$ cat config.mk
export PLATFORM = sky130hd
export DESIGN_NAME = escaped_byte_page_programmer
export DESIGN_NICKNAME = d
export VERILOG_FILES = /design/src/hdl/ebpp_pkg.sv /design/src/hdl/ebpp_ctrl.sv /design/src/hdl/ebpp_datapath.sv /design/src/hdl/escaped_byte_page_programmer.sv
export VERILOG_INCLUDE_DIRS = /design/src /design/src/hdl
export SDC_FILE = /design/constraint.sdc
export NUM_CORES = 1
export LEC_CHECK = 0
export CAP_MARGIN = 20
export CORE_MARGIN = 1
export CORE_UTILIZATION = 40
export CTS_BUF_LIST = sky130_fd_sc_hd__clkbuf_8 sky130_fd_sc_hd__clkbuf_16
export DETAILED_ROUTE_END_ITERATION = 10
export DONT_BUFFER_PORTS = 1
export SETUP_SLACK_MARGIN = 0.05
export SLEW_MARGIN = 25
export SYNTH_ARGS = -nofsm -noshare
export SYNTH_HDL_FRONTEND = slang
export SYNTH_HIERARCHICAL = 1
export SYNTH_SLANG_ARGS = --single-unit
$ cat constraint.sdc
create_clock -name clock -period 11.15 [get_ports clock]
set_clock_uncertainty 0.15 [all_clocks]
set_input_delay 0.5575 -clock clock [delete_from_list [all_inputs] [get_ports clock]]
set_output_delay 0.5575 -clock clock [all_outputs]
set_load 0.01 [all_outputs]
$ cat src/hdl/escaped_byte_page_programmer_assert.svh
// ----------------------------------------------------------------------------
// Escaped byte page programmer assertion macros
// Concurrent assertion shorthands clocked on clock and disabled in reset.
// ----------------------------------------------------------------------------
`ifndef ESCAPED_BYTE_PAGE_PROGRAMMER_ASSERT_SVH
`define ESCAPED_BYTE_PAGE_PROGRAMMER_ASSERT_SVH

// The consequent must hold in the same cycle as the antecedent.
`define EBPP_ASSERT_SAME(label, ante, cons, msg) \
   label: assert property (@(posedge clock) disable iff (reset) (ante) |-> (cons)) \
      else $error(msg);

// The consequent must hold in the cycle after the antecedent.
`define EBPP_ASSERT_NEXT(label, ante, cons, msg) \
   label: assert property (@(posedge clock) disable iff (reset) (ante) |=> (cons)) \
      else $error(msg);

`endif

$ cat src/hdl/ebpp_pkg.sv
// ----------------------------------------------------------------------------
// Escaped byte page programmer package
// Shared constants, result codes, controller states and the command and
// status bundles between the controller and the datapath.
// ----------------------------------------------------------------------------
package ebpp_pkg;

   localparam int PAGE_BYTES_DEFAULT = 64;

   localparam logic [7:0] ESC_BYTE = 8'hAA;
   localparam logic [7:0] END_BYTE = 8'hB0;

   localparam logic [8:0] PAGE_LIMIT_RESET = 9'd128;

   localparam int CSR_ADDR_W = 3;
   localparam logic [0:0] REG_PAGE_LIMIT = 1'b0;

   typedef enum logic [2:0] {
      OP_ERASE = 3'd0,
      OP_FILL  = 3'd1,
      OP_WRITE = 3'd2,
      OP_ERROR = 3'd3,
      OP_DONE  = 3'd4
   } op_type;

   typedef enum logic [2:0] {
      ST_IDLE,
      ST_ERASE,
      ST_FILL,
      ST_WRITE,
      ST_DONE
   } state_type;

   typedef struct packed {
      logic   store;
      logic   set_escape;
      logic   clear_escape;
      logic   set_finished;
      logic   page_inc;
      logic   fill_clear;
      logic   word_clear;
      logic   word_inc;
      logic   emit;
      op_type op;
      logic   last;
   } cmd_type;

   typedef struct packed {
      logic escape_armed;
      logic finished;
      logic esc_byte;
      logic end_byte;
      logic at_limit;
      logic fill_nonzero;
      logic fill_near_full;
      logic last_word;
      logic out_free;
   } status_type;

endpackage

$ cat src/hdl/ebpp_ctrl.sv
// ----------------------------------------------------------------------------
// Escaped byte page programmer controller
// Decodes each accepted byte and sequences the erase, fill, write and done
// results of a page flush.
// ----------------------------------------------------------------------------
module ebpp_ctrl (
   input  logic                  clock,
   input  logic                  reset,
   input  logic                  req_valid,
   output logic                  req_stall,
   input  ebpp_pkg::status_type  status,
   output ebpp_pkg::cmd_type     cmd,
   output ebpp_pkg::state_type   state
);

   ebpp_pkg::state_type state_ff;
   ebpp_pkg::state_type state_in;
   logic                end_flush_ff;
   logic                end_flush_in;
   logic                accept;

   always_ff @(posedge clock) begin
      if (reset) begin
         state_ff     <= ebpp_pkg::ST_IDLE;
         end_flush_ff <= 1'b0;
      end else begin
         state_ff     <= state_in;
         end_flush_ff <= end_flush_in;
      end
   end

   assign state     = state_ff;
   assign req_stall = !((state_ff == ebpp_pkg::ST_IDLE) && status.out_free);
   assign accept    = req_valid && !req_stall;

   always_comb begin
      state_in     = state_ff;
      end_flush_in = end_flush_ff;
      cmd          = '0;
      cmd.op       = ebpp_pkg::OP_ERASE;
      unique case (state_ff)
         ebpp_pkg::ST_IDLE: begin
            if (accept && !status.finished) begin
               if (!status.escape_armed && status.esc_byte) begin
                  cmd.set_escape = 1'b1;
               end else if (status.escape_armed && status.end_byte) begin
                  cmd.clear_escape = 1'b1;
                  cmd.set_finished = 1'b1;
                  if (status.fill_nonzero && !status.at_limit) begin
                     state_in     = ebpp_pkg::ST_ERASE;
                     end_flush_in = 1'b1;
                  end else begin
                     cmd.emit       = 1'b1;
                     cmd.op         = ebpp_pkg::OP_DONE;
                     cmd.last       = 1'b1;
                     cmd.fill_clear = 1'b1;
                  end
               end else begin
                  cmd.clear_escape = 1'b1;
                  if (status.at_limit) begin
                     cmd.emit = 1'b1;
                     cmd.op   = ebpp_pkg::OP_ERROR;
                     cmd.last = 1'b1;
                  end else begin
                     cmd.store = 1'b1;
                     if (status.fill_near_full) begin
                        state_in     = ebpp_pkg::ST_ERASE;
                        end_flush_in = 1'b0;
                     end
                  end
               end
            end
         end
         ebpp_pkg::ST_ERASE: begin
            if (status.out_free) begin
               cmd.emit       = 1'b1;
               cmd.op         = ebpp_pkg::OP_ERASE;
               cmd.word_clear = 1'b1;
               state_in       = ebpp_pkg::ST_FILL;
            end
         end
         ebpp_pkg::ST_FILL: begin
            if (status.out_free) begin
               cmd.emit = 1'b1;
               cmd.op   = ebpp_pkg::OP_FILL;
               if (status.last_word) begin
                  state_in = ebpp_pkg::ST_WRITE;
               end else begin
                  cmd.word_inc = 1'b1;
               end
            end
         end
         ebpp_pkg::ST_WRITE: begin
            if (status.out_free) begin
               cmd.emit = 1'b1;
               cmd.op   = ebpp_pkg::OP_WRITE;
               cmd.last = !end_flush_ff;
               if (end_flush_ff) begin
                  state_in = ebpp_pkg::ST_DONE;
               end else begin
                  cmd.page_inc   = 1'b1;
                  cmd.fill_clear = 1'b1;
                  state_in       = ebpp_pkg::ST_IDLE;
               end
            end
         end
         ebpp_pkg::ST_DONE: begin
            if (status.out_free) begin
               cmd.emit       = 1'b1;
               cmd.op         = ebpp_pkg::OP_DONE;
               cmd.last       = 1'b1;
               cmd.fill_clear = 1'b1;
               state_in       = ebpp_pkg::ST_IDLE;
            end
         end
         default: begin
            state_in = ebpp_pkg::ST_IDLE;
         end
      endcase
   end

endmodule

$ cat src/hdl/ebpp_datapath.sv
// ----------------------------------------------------------------------------
// Escaped byte page programmer datapath
// Holds the stream state, the page buffer and the result output register,
// and carries out the controller's commands.
// ----------------------------------------------------------------------------
module ebpp_datapath #(
   parameter int PAGE_BYTES = ebpp_pkg::PAGE_BYTES_DEFAULT
) (
   input  logic                 clock,
   input  logic                 reset,
   input  logic [7:0]           req_data_byte,
   input  logic                 limit_wr,
   input  logic [8:0]           limit_data,
   output logic [8:0]           page_limit,
   input  ebpp_pkg::cmd_type    cmd,
   output ebpp_pkg::status_type status,
   output logic                 rsp_valid,
   input  logic                 rsp_stall,
   output logic [2:0]           rsp_op,
   output logic [7:0]           rsp_page_index,
   output logic [4:0]           rsp_word_offset,
   output logic [15:0]          rsp_fill_word,
   output logic                 rsp_last
);

   localparam int FW     = $clog2(PAGE_BYTES + 1);
   localparam int NWORDS = (PAGE_BYTES + 1) / 2;
   localparam int WA     = (NWORDS > 1) ? $clog2(NWORDS) : 1;

   logic          escape_armed_ff, escape_armed_in;
   logic          finished_ff, finished_in;
   logic [8:0]    page_count_ff, page_count_in;
   logic [8:0]    page_limit_ff, page_limit_in;
   logic [FW-1:0] fill_count_ff, fill_count_in;
   logic [WA-1:0] word_cnt_ff, word_cnt_in;

   logic          rsp_valid_ff, rsp_valid_in;
   logic [2:0]    rsp_op_ff, rsp_op_in;
   logic [7:0]    rsp_page_ff, rsp_page_in;
   logic [4:0]    rsp_offset_ff, rsp_offset_in;
   logic [15:0]   rsp_word_ff, rsp_word_in;
   logic          rsp_last_ff, rsp_last_in;

   // The buffer keeps even bytes and odd bytes in two lanes of one word row.
   logic [7:0]    lo_mem [NWORDS];
   logic [7:0]    hi_mem [NWORDS];
   logic [7:0]    lo_rd_ff;
   logic [7:0]    hi_rd_ff;

   logic [FW-1:0] fill_half;
   logic [WA-1:0] wr_addr;
   logic [FW:0]   lo_idx;
   logic [FW:0]   hi_idx;
   logic [FW:0]   fill_ext;
   logic [15:0]   masked_word;
   logic          out_free;
   logic          page_op;

   always_ff @(posedge clock) begin
      if (reset) begin
         escape_armed_ff <= 1'b0;
         finished_ff     <= 1'b0;
         page_count_ff   <= '0;
         page_limit_ff   <= ebpp_pkg::PAGE_LIMIT_RESET;
         fill_count_ff   <= '0;
         word_cnt_ff     <= '0;
         rsp_valid_ff    <= 1'b0;
      end else begin
         escape_armed_ff <= escape_armed_in;
         finished_ff     <= finished_in;
         page_count_ff   <= page_count_in;
         page_limit_ff   <= page_limit_in;
         fill_count_ff   <= fill_count_in;
         word_cnt_ff     <= word_cnt_in;
         rsp_valid_ff    <= rsp_valid_in;
      end
   end

   always_ff @(posedge clock) begin
      rsp_op_ff     <= rsp_op_in;
      rsp_page_ff   <= rsp_page_in;
      rsp_offset_ff <= rsp_offset_in;
      rsp_word_ff   <= rsp_word_in;
      rsp_last_ff   <= rsp_last_in;
   end

   assign fill_half = fill_count_ff >> 1;
   assign wr_addr   = fill_half[WA-1:0];

   // The read address follows the next word count so that the registered
   // read data always belongs to the current word count.
   always_ff @(posedge clock) begin
      if (cmd.store && !fill_count_ff[0]) begin
         lo_mem[wr_addr] <= req_data_byte;
      end
      if (cmd.store && fill_count_ff[0]) begin
         hi_mem[wr_addr] <= req_data_byte;
      end
      lo_rd_ff <= lo_mem[word_cnt_in];
      hi_rd_ff <= hi_mem[word_cnt_in];
   end

   always_comb begin
      escape_armed_in = escape_armed_ff;
      if (cmd.set_escape) begin
         escape_armed_in = 1'b1;
      end else if (cmd.clear_escape) begin
         escape_armed_in = 1'b0;
      end
      finished_in   = finished_ff || cmd.set_finished;
      page_count_in = cmd.page_inc ? page_count_ff + 9'd1 : page_count_ff;
      page_limit_in = limit_wr ? limit_data : page_limit_ff;
      fill_count_in = fill_count_ff;
      if (cmd.fill_clear) begin
         fill_count_in = '0;
      end else if (cmd.store) begin
         fill_count_in = fill_count_ff + FW'(1);
      end
      word_cnt_in = word_cnt_ff;
      if (cmd.word_clear) begin
         word_cnt_in = '0;
      end else if (cmd.word_inc) begin
         word_cnt_in = word_cnt_ff + WA'(1);
      end
   end

   // Bytes at or past the fill count are the zero padding of a short page.
   assign lo_idx      = (FW + 1)'({word_cnt_ff, 1'b0});
   assign hi_idx      = (FW + 1)'({word_cnt_ff, 1'b1});
   assign fill_ext    = {1'b0, fill_count_ff};
   assign masked_word = {(hi_idx < fill_ext) ? hi_rd_ff : 8'h00,
                         (lo_idx < fill_ext) ? lo_rd_ff : 8'h00};

   assign out_free = !rsp_valid_ff || !rsp_stall;
   assign page_op  = (cmd.op == ebpp_pkg::OP_ERASE) || (cmd.op == ebpp_pkg::OP_FILL)
                  || (cmd.op == ebpp_pkg::OP_WRITE);

   always_comb begin
      rsp_valid_in  = rsp_valid_ff && rsp_stall;
      rsp_op_in     = rsp_op_ff;
      rsp_page_in   = rsp_page_ff;
      rsp_offset_in = rsp_offset_ff;
      rsp_word_in   = rsp_word_ff;
      rsp_last_in   = rsp_last_ff;
      if (cmd.emit) begin
         rsp_valid_in  = 1'b1;
         rsp_op_in     = cmd.op;
         rsp_page_in   = page_op ? page_count_ff[7:0] : 8'h00;
         rsp_offset_in = (cmd.op == ebpp_pkg::OP_FILL) ? 5'(word_cnt_ff) : 5'd0;
         rsp_word_in   = (cmd.op == ebpp_pkg::OP_FILL) ? masked_word : 16'h0000;
         rsp_last_in   = cmd.last;
      end
   end

   always_comb begin
      status                = '0;
      status.escape_armed   = escape_armed_ff;
      status.finished       = finished_ff;
      status.esc_byte       = (req_data_byte == ebpp_pkg::ESC_BYTE);
      status.end_byte       = (req_data_byte == ebpp_pkg::END_BYTE);
      status.at_limit       = (page_count_ff >= page_limit_ff);
      status.fill_nonzero   = (fill_count_ff != '0);
      status.fill_near_full = (fill_count_ff == FW'(PAGE_BYTES - 1));
      status.last_word      = (word_cnt_ff == WA'(NWORDS - 1));
      status.out_free       = out_free;
   end

   assign page_limit      = page_limit_ff;
   assign rsp_valid       = rsp_valid_ff;
   assign rsp_op          = rsp_op_ff;
   assign rsp_page_index  = rsp_page_ff;
   assign rsp_word_offset = rsp_offset_ff;
   assign rsp_fill_word   = rsp_word_ff;
   assign rsp_last        = rsp_last_ff;

endmodule

$ cat src/hdl/escaped_byte_page_programmer.sv
// ----------------------------------------------------------------------------
// Escaped byte page programmer
// Loads an escaped byte stream into flash pages and issues page commands.
// ----------------------------------------------------------------------------
// An ordinary byte is taken whenever the controller is idle and the result
// register is free. The byte that completes a page holds the input for the
// page flush, which the controller sends one result per cycle while the output
// is not stalled: one erase, (PAGE_BYTES+1)/2 fill words read from the page
// buffer, and one write. The end marker after a partial page adds one more
// result for the done reply. The page buffer needs no clearing after reset;
// bytes beyond the fill level read as zero. The page limit register sits at
// byte address 0.
`include "escaped_byte_page_programmer_assert.svh"

module escaped_byte_page_programmer #(
   parameter int PAGE_BYTES = ebpp_pkg::PAGE_BYTES_DEFAULT
) (
   input  logic                            clock,
   input  logic                            reset,
   input  logic                            req_valid,
   output logic                            req_stall,
   input  logic [7:0]                      req_data_byte,
   output logic                            rsp_valid,
   input  logic                            rsp_stall,
   output logic [2:0]                      rsp_op,
   output logic [7:0]                      rsp_page_index,
   output logic [4:0]                      rsp_word_offset,
   output logic [15:0]                     rsp_fill_word,
   output logic                            rsp_last,
   input  logic                            psel,
   input  logic                            penable,
   input  logic                            pwrite,
   input  logic [ebpp_pkg::CSR_ADDR_W-1:0] paddr,
   input  logic [31:0]                     pwdata,
   output logic [31:0]                     prdata,
   output logic                            pready
);

   ebpp_pkg::cmd_type    cmd;
   ebpp_pkg::status_type status;
   ebpp_pkg::state_type  ctrl_state;
   logic                 limit_wr;
   logic [8:0]           page_limit;
   logic                 limit_sel;

   assign pready    = 1'b1;
   assign limit_sel = (paddr[2] == ebpp_pkg::REG_PAGE_LIMIT);
   assign limit_wr  = psel && penable && pwrite && limit_sel;
   assign prdata    = limit_sel ? {23'd0, page_limit} : 32'd0;

   ebpp_ctrl u_ctrl (
      .clock     (clock),
      .reset     (reset),
      .req_valid (req_valid),
      .req_stall (req_stall),
      .status    (status),
      .cmd       (cmd),
      .state     (ctrl_state)
   );

   ebpp_datapath #(
      .PAGE_BYTES (PAGE_BYTES)
   ) u_datapath (
      .clock           (clock),
      .reset           (reset),
      .req_data_byte   (req_data_byte),
      .limit_wr        (limit_wr),
      .limit_data      (pwdata[8:0]),
      .page_limit      (page_limit),
      .cmd             (cmd),
      .status          (status),
      .rsp_valid       (rsp_valid),
      .rsp_stall       (rsp_stall),
      .rsp_op          (rsp_op),
      .rsp_page_index  (rsp_page_index),
      .rsp_word_offset (rsp_word_offset),
      .rsp_fill_word   (rsp_fill_word),
      .rsp_last        (rsp_last)
   );

   // A byte is only taken while no flush is in progress.
   `EBPP_ASSERT_SAME(a_accept_in_idle, req_valid && !req_stall, ctrl_state == ebpp_pkg::ST_IDLE, "byte accepted during a flush")

   // Only the closing result of a byte carries last.
   `EBPP_ASSERT_SAME(a_last_op, rsp_valid && rsp_last, rsp_op == ebpp_pkg::OP_WRITE || rsp_op == ebpp_pkg::OP_ERROR || rsp_op == ebpp_pkg::OP_DONE, "last on a non-final result")

   // Word offset and fill data are zero outside fill results.
   `EBPP_ASSERT_SAME(a_fill_fields_zero, rsp_valid && rsp_op != ebpp_pkg::OP_FILL, rsp_word_offset == 5'd0 && rsp_fill_word == 16'h0000, "fill fields set outside a fill")

   // A write result always follows the last fill word of a page.
   `EBPP_ASSERT_NEXT(a_fill_to_write, ctrl_state == ebpp_pkg::ST_FILL && cmd.emit && status.last_word, ctrl_state == ebpp_pkg::ST_WRITE, "write did not follow the last fill word")

endmodule

# Word level (Yosys, flattened, before mapping)
# Memories as Yosys holds them, arrays and structs flattened. A register that Yosys moved wholly into a read port is not among the register bits.
# Cells that the tools add are included.
[totals]
memories = 2
output_inout_bits = 68
wordCells = 139
mem_bits_ro = 0
ff_bits = 70
in_bits = 50
latchBits = 0
ram_bits = 512
[mem_list]
columns = ["name", "words", "word_bits", "rd", "rd_ports_with_merged_regs", "wr", "line", "source"]
rows = [
  ["u_datapath.hi_mem", 32, 8, 1, 1, 1, "ebpp_datapath.sv:46", "logic [7:0] hi_mem [NWORDS];"],
  ["u_datapath.lo_mem", 32, 8, 1, 1, 1, "ebpp_datapath.sv:45", "logic [7:0] lo_mem [NWORDS];"],
]
[op_classes]
n_div = 0
bitwise_logic = 2
order_cmp = 3
add_sub_neg = 3
n_reduce_logical = 34
muxes = 58
eq_ne = 22
shifts = 0
n_mul = 0
[op_table]
columns = ["cell", "n"]
rows = [
  ["$mux W5", 10],
  ["$mux W3", 12],
  ["$mux W1", 25],
  ["$pmux W4 S5", 1],
  ["$eq A8 B8 Y1 const B", 2],
  ["$pmux W3 S5", 1],
  ["$lt A6 B7 Y1", 2],
  ["$logic_and A1 B1 Y1", 12],
  ["$mux W4", 3],
  ["$ne A2 B2 Y1 const B", 5],
  ["$reduce_and A10 Y1", 1],
  ["$add A9 B1 Y9 const B", 1],
  ["$eq A3 B2 Y1 const B", 3],
  ["$ge A9 B9 Y1", 1],
  ["$mux W9", 1],
  ["$ne A3 B3 Y1 const B", 3],
  ["$logic_not A1 Y1", 8],
  ["$ne A2 B1 Y1 const B", 4],
  ["$add A7 B1 Y7 const B", 1],
  ["$eq A7 B6 Y1 const B", 1],
  ["$reduce_bool A7 Y1", 1],
  ["$eq A3 B1 Y1 const B", 2],
  ["$logic_not A3 Y1", 2],
  ["$mux W2", 3],
  ["10 further kinds", 17],
]

# Depth between registers and ports, before layout
[depth]
ltp_word = 11
mapped_depth = 15
mapped_depth_nobuf = 15

# Modules after synthesis
# The synthesis kept the hierarchy.
[by_module_without_submodules]
columns = ["module", "instances", "area_per_inst_um2", "seq_area_each_um2", "cells_per_inst"]
rows = [
  ["ebpp_datapath", 1, 24616.1, 17346.6, 1670],
  ["ebpp_ctrl", 1, 429.2, 80.1, 58],
  ["escaped_byte_page_programmer", 1, 276.5, 0.0, 36],
]

# Least setup slack after synthesis
# Ideal clock, no wire load.
[synth_path]
path_type = "input port to flip-flop"
startpoint = "input port rsp_stall"
endpoint = "register u_datapath.rsp_word_ff[0] (netlist: u_datapath/rsp_fill_word[0]), enable pin"
slack_ns = 7.067
n_path_buf = 1
arrival_time_ns = 3.497
cell_stages = 6
t_required_ns = 10.564
setup_time_ns = 0.436
cell_sequence = "nand2_1 buf_4 or4b_4 or3b_1 a21o_1 a21oi_1"
[synth_lines]
columns = ["item", "line", "source"]
rows = [
  ["from (decl)", "escaped_byte_page_programmer.sv:24", "input logic rsp_stall,"],
  ["to (signal assigned)", "ebpp_datapath.sv:83", "rsp_word_ff <= rsp_word_in;"],
  ["to (decl)", "ebpp_datapath.sv:41", "logic [15:0] rsp_word_ff, rsp_word_in;"],
]

==> reports/results.ini <==
[clock_tree]
tritoncts = built
cts_sinks = 598
htree_levels = 2
clock_latency_ps = 640
cts_buffer_depth = 3
cts_root_buf = clkbuf_16
ctsResizeCount = 0
clk_pin_slew_ps = 60
post_cts_buffers = 0
numCtsBuffers = 59

[setup_path]
critPathKind = reg2reg
crit_arrival_ps = 5950
r2r_slack_ps = 5520
reg2reg_from = u_datapath/word_cnt_ff[1]
critPathMaxFanout = 56
critPathCaptureType = flip-flop
r2r_end = u_datapath/lo_rd_ff[1]
critPathLaunch = u_datapath/word_cnt_ff[1]
crit_end = u_datapath/lo_rd_ff[1]
required_ps = 11470
cp-start-kind = flip-flop
reg2reg_depth = 13

[yosys]
ys_warn_count = 6
async_flop_share_pct = 0
yosysUniqueCellTypes = 69
synth-edff-count = 545
synth_ff_type = edfxtp_1
ys_seq_area_share_pct = 68.8
netlist_area_um2 = 25300
syn_avg_cell_area_um2 = 14.4
ys_ff_latch = 598
synth_cells = 1764

[timing]
setup_violations = 0
max_freq_ghz = 0.178
layout_setup_ws_ps = 5520
finalSetupTns_ps = 0
hold_viol = 0
worst_hold_slack_ps = 49.5
drv_slew = 0
period_share_pct = 50.5
max-slew-margin-rel_pct = 30.6
tightest_slew_ps = 1040
rsz0062_at_grt = no
fin_crit_ps = 5630

[final_layout]
area_growth_pct = 12.3
nets = 1825
drive_above_1_share_pct = 12.6
final_common_cell = edfxtp_1
regArea_um2 = 17400
fillCellCount = 5463
layout_common_cells = edfxtp_1, nand2_1, nor2_1, a21oi_1, mux4_2
multiInputGateArea_um2 = 7200

[routing]
drcViolationCount = 0
route.vias.total = 15300
dr_wl_met3_mm = 4.18
dr.pass1.iters = 5
wirelength_mm = 64.5
route.antenna.remaining_nets = 0
drt-initial-drc-count = 1344
wl_met1_mm = 28.9
wl_per_cell_um = 24.4
dr_wl_met2_mm = 29.8
via_per_inst = 5.79
top_layer = met4

[floorplan]
die_h_um = 254
io_pins = 118
rows = 91
start_util_pct = 40.7
die_x_um = 254
dieArea_um2 = 64300
coreArea_um2 = 62200

[power]
p_leak_uw = 0.00907
irDropWorstVdd_mv = 0.132
p_sw_uw = 1220
swShare_pct = 23.9
combPwrFrac_pct = 9.8
total_power_uw = 5120
clock_power_share_pct = 40.7
powerDensity_nw_per_um2 = 180
sequentialPowerShare_pct = 49.6
p_int_uw = 3890

[placement]
hpwl_mm = 37.9
gp_congestion = 0.810
port_buffers = 0
dp_slack_ps = 5520

[global_route]
grt_pass1_vias = 14900
overflow = 0
grt_max_degree = 108
antenna_found_initial = 0
grt_pass1_wl_mm = 96.7
track_usage_pct = 20.3

[run]
drv_cap = 0

[min_path]
hold_path.class = in2reg
worstHoldPathCells = 2

[run_status]
status = finished, final reports clean

-- power by group through the flow --
stage	logic (µW)	registers (µW)	clock network (µW)
6_report	499	2540	2080
5_1_grt	539	2540	2190
4_1_cts	497	2540	2110
3_5_place_dp	450	2590	0
3_3_place_gp	441	2590	0
2_1_floorplan	322	2570	0
-- timing repair --
item | in CTS | in global routing
endpoints found under the hold margin | 541 | 0
hold buffers | 20 | 0
setup endpoints to repair | 0 | 0
-- final cells by class --
| cell class | instances | share of cell area (%) |
|---|---|---|
| inverters | 31 | 0.409 |
| diodes | 1 | 0.00880 |
| clock buffers | 67 | 5.70 |
| clock inverters | 43 | 1.54 |
| well taps | 837 | 3.68 |
| multi-input cells | 1015 | 25.3 |
| repair buffers | 50 | 2.02 |
| flip-flops and latches | 598 | 61.3 |
-- cell families after synthesis --
kind of cell             count (synthesis)  share of synthesized area, %
buffers and inverters                  173                          3.28
multiplexers                            87                          6.63
flip-flops                             598                          68.8
AND/OR/NAND/NOR                        495                          9.73
other                                    2                        0.0297
XOR/XNOR                                10                         0.376
AO/OA/AOI/OAI                          379                          10.1
adder cells (fa/ha/maj)                 20                         0.988
-- critical path, cell delays in order, from the launching register on --
cell and delay, ps:
dfxtp_1 300, buf_4 310, ha_1 310, and3_1 190, ha_1 230, nor4_2 220
buf_4 580, mux2i_1 300, nor2_4 340, buf_4 490, buf_4 770, mux4_2 610
a32oi_1 340, nand4_1 200
-- flip-flops by register name (all words and copies together), names as in the netlist, 3 cells and up --
| signal | count |
|---|---|
| u_datapath/hi_mem | 256 |
| u_datapath/lo_mem | 256 |
| u_datapath/rsp_fill_word | 16 |
| u_datapath/page_count_ff | 9 |
| u_datapath/page_limit | 9 |
| u_datapath/hi_rd_ff | 8 |
| u_datapath/lo_rd_ff | 8 |
| u_datapath/rsp_page_index | 8 |
| u_datapath/fill_count_ff | 7 |
| u_datapath/rsp_word_offset | 5 |
| u_datapath/word_cnt_ff | 5 |
| u_ctrl/state | 3 |
| u_datapath/rsp_op | 3 |
-- cells in the mapped netlist, types with 5 or more instances --
cell	instances	area share [%]
a2111oi_0	17	0.59
a21oi_1	97	1.9
nand3_1	26	0.51
a21o_1	6	0.18
edfxtp_1	545	65
mux2i_1	17	0.67
nand2_1	148	2.2
nand2b_1	53	1.3
inv_1	25	0.37
xor2_1	5	0.17
clkbuf_1	81	1.2
nand4_1	23	0.57
nor2_1	109	1.6
nor3_1	32	0.63
o41ai_1	15	0.52
mux4_2	64	5.7
or3_1	6	0.15
a211o_1	18	0.62
buf_2	21	0.42
buf_4	35	1.0
nor2b_1	9	0.22
a32oi_1	14	0.48
o31ai_1	5	0.15
o311ai_0	16	0.55
clkinv_1	5	0.074
o21ai_1	5	0.099
a211oi_1	50	1.5
a221oi_1	16	0.55
dfxtp_1	53	4.2
a22oi_1	32	0.95
a31oi_1	16	0.40
and3_1	19	0.47
and2_1	40	0.99
ha_1	20	0.99
o21ai_0	51	1.0
and2b_2	10	0.35
-- how the worst min path moves through the flow --
stage	end	slack, ps	from
finish	u_datapath/word_cnt_ff[0]	50	reset
global route	u_datapath/finished_ff	40	reset
CTS	u_datapath/page_count_ff[7]	10	reset
detailed placement	u_datapath/page_count_ff[8]	330	u_datapath/page_count_ff[8]
global placement	u_datapath/page_count_ff[8]	330	u_datapath/page_count_ff[8]
floorplan	u_datapath/finished_ff	290	u_datapath/finished_ff
-- per-stage QoR --
step | util, % | instance area (µm²) | std cells
2_1_floorplan | - | 25400 | 1786
4_1_cts | 45.7 | 28400 | 2641
3_5_place_dp | 41.9 | 26000 | 2511
3_3_place_gp | 41.8 | 26000 | 2511
5_1_grt | 45.7 | 28400 | 2641
6_report | 45.7 | 28400 | 2642
-- layer usage --
layer,GRT usage [%],vias up
met1,29.3,7853
li1,-,6796
met3,3.13,87
met5,0,-
met4,6.13,0
met2,31.7,563
(Power assumes the default switching activity.)
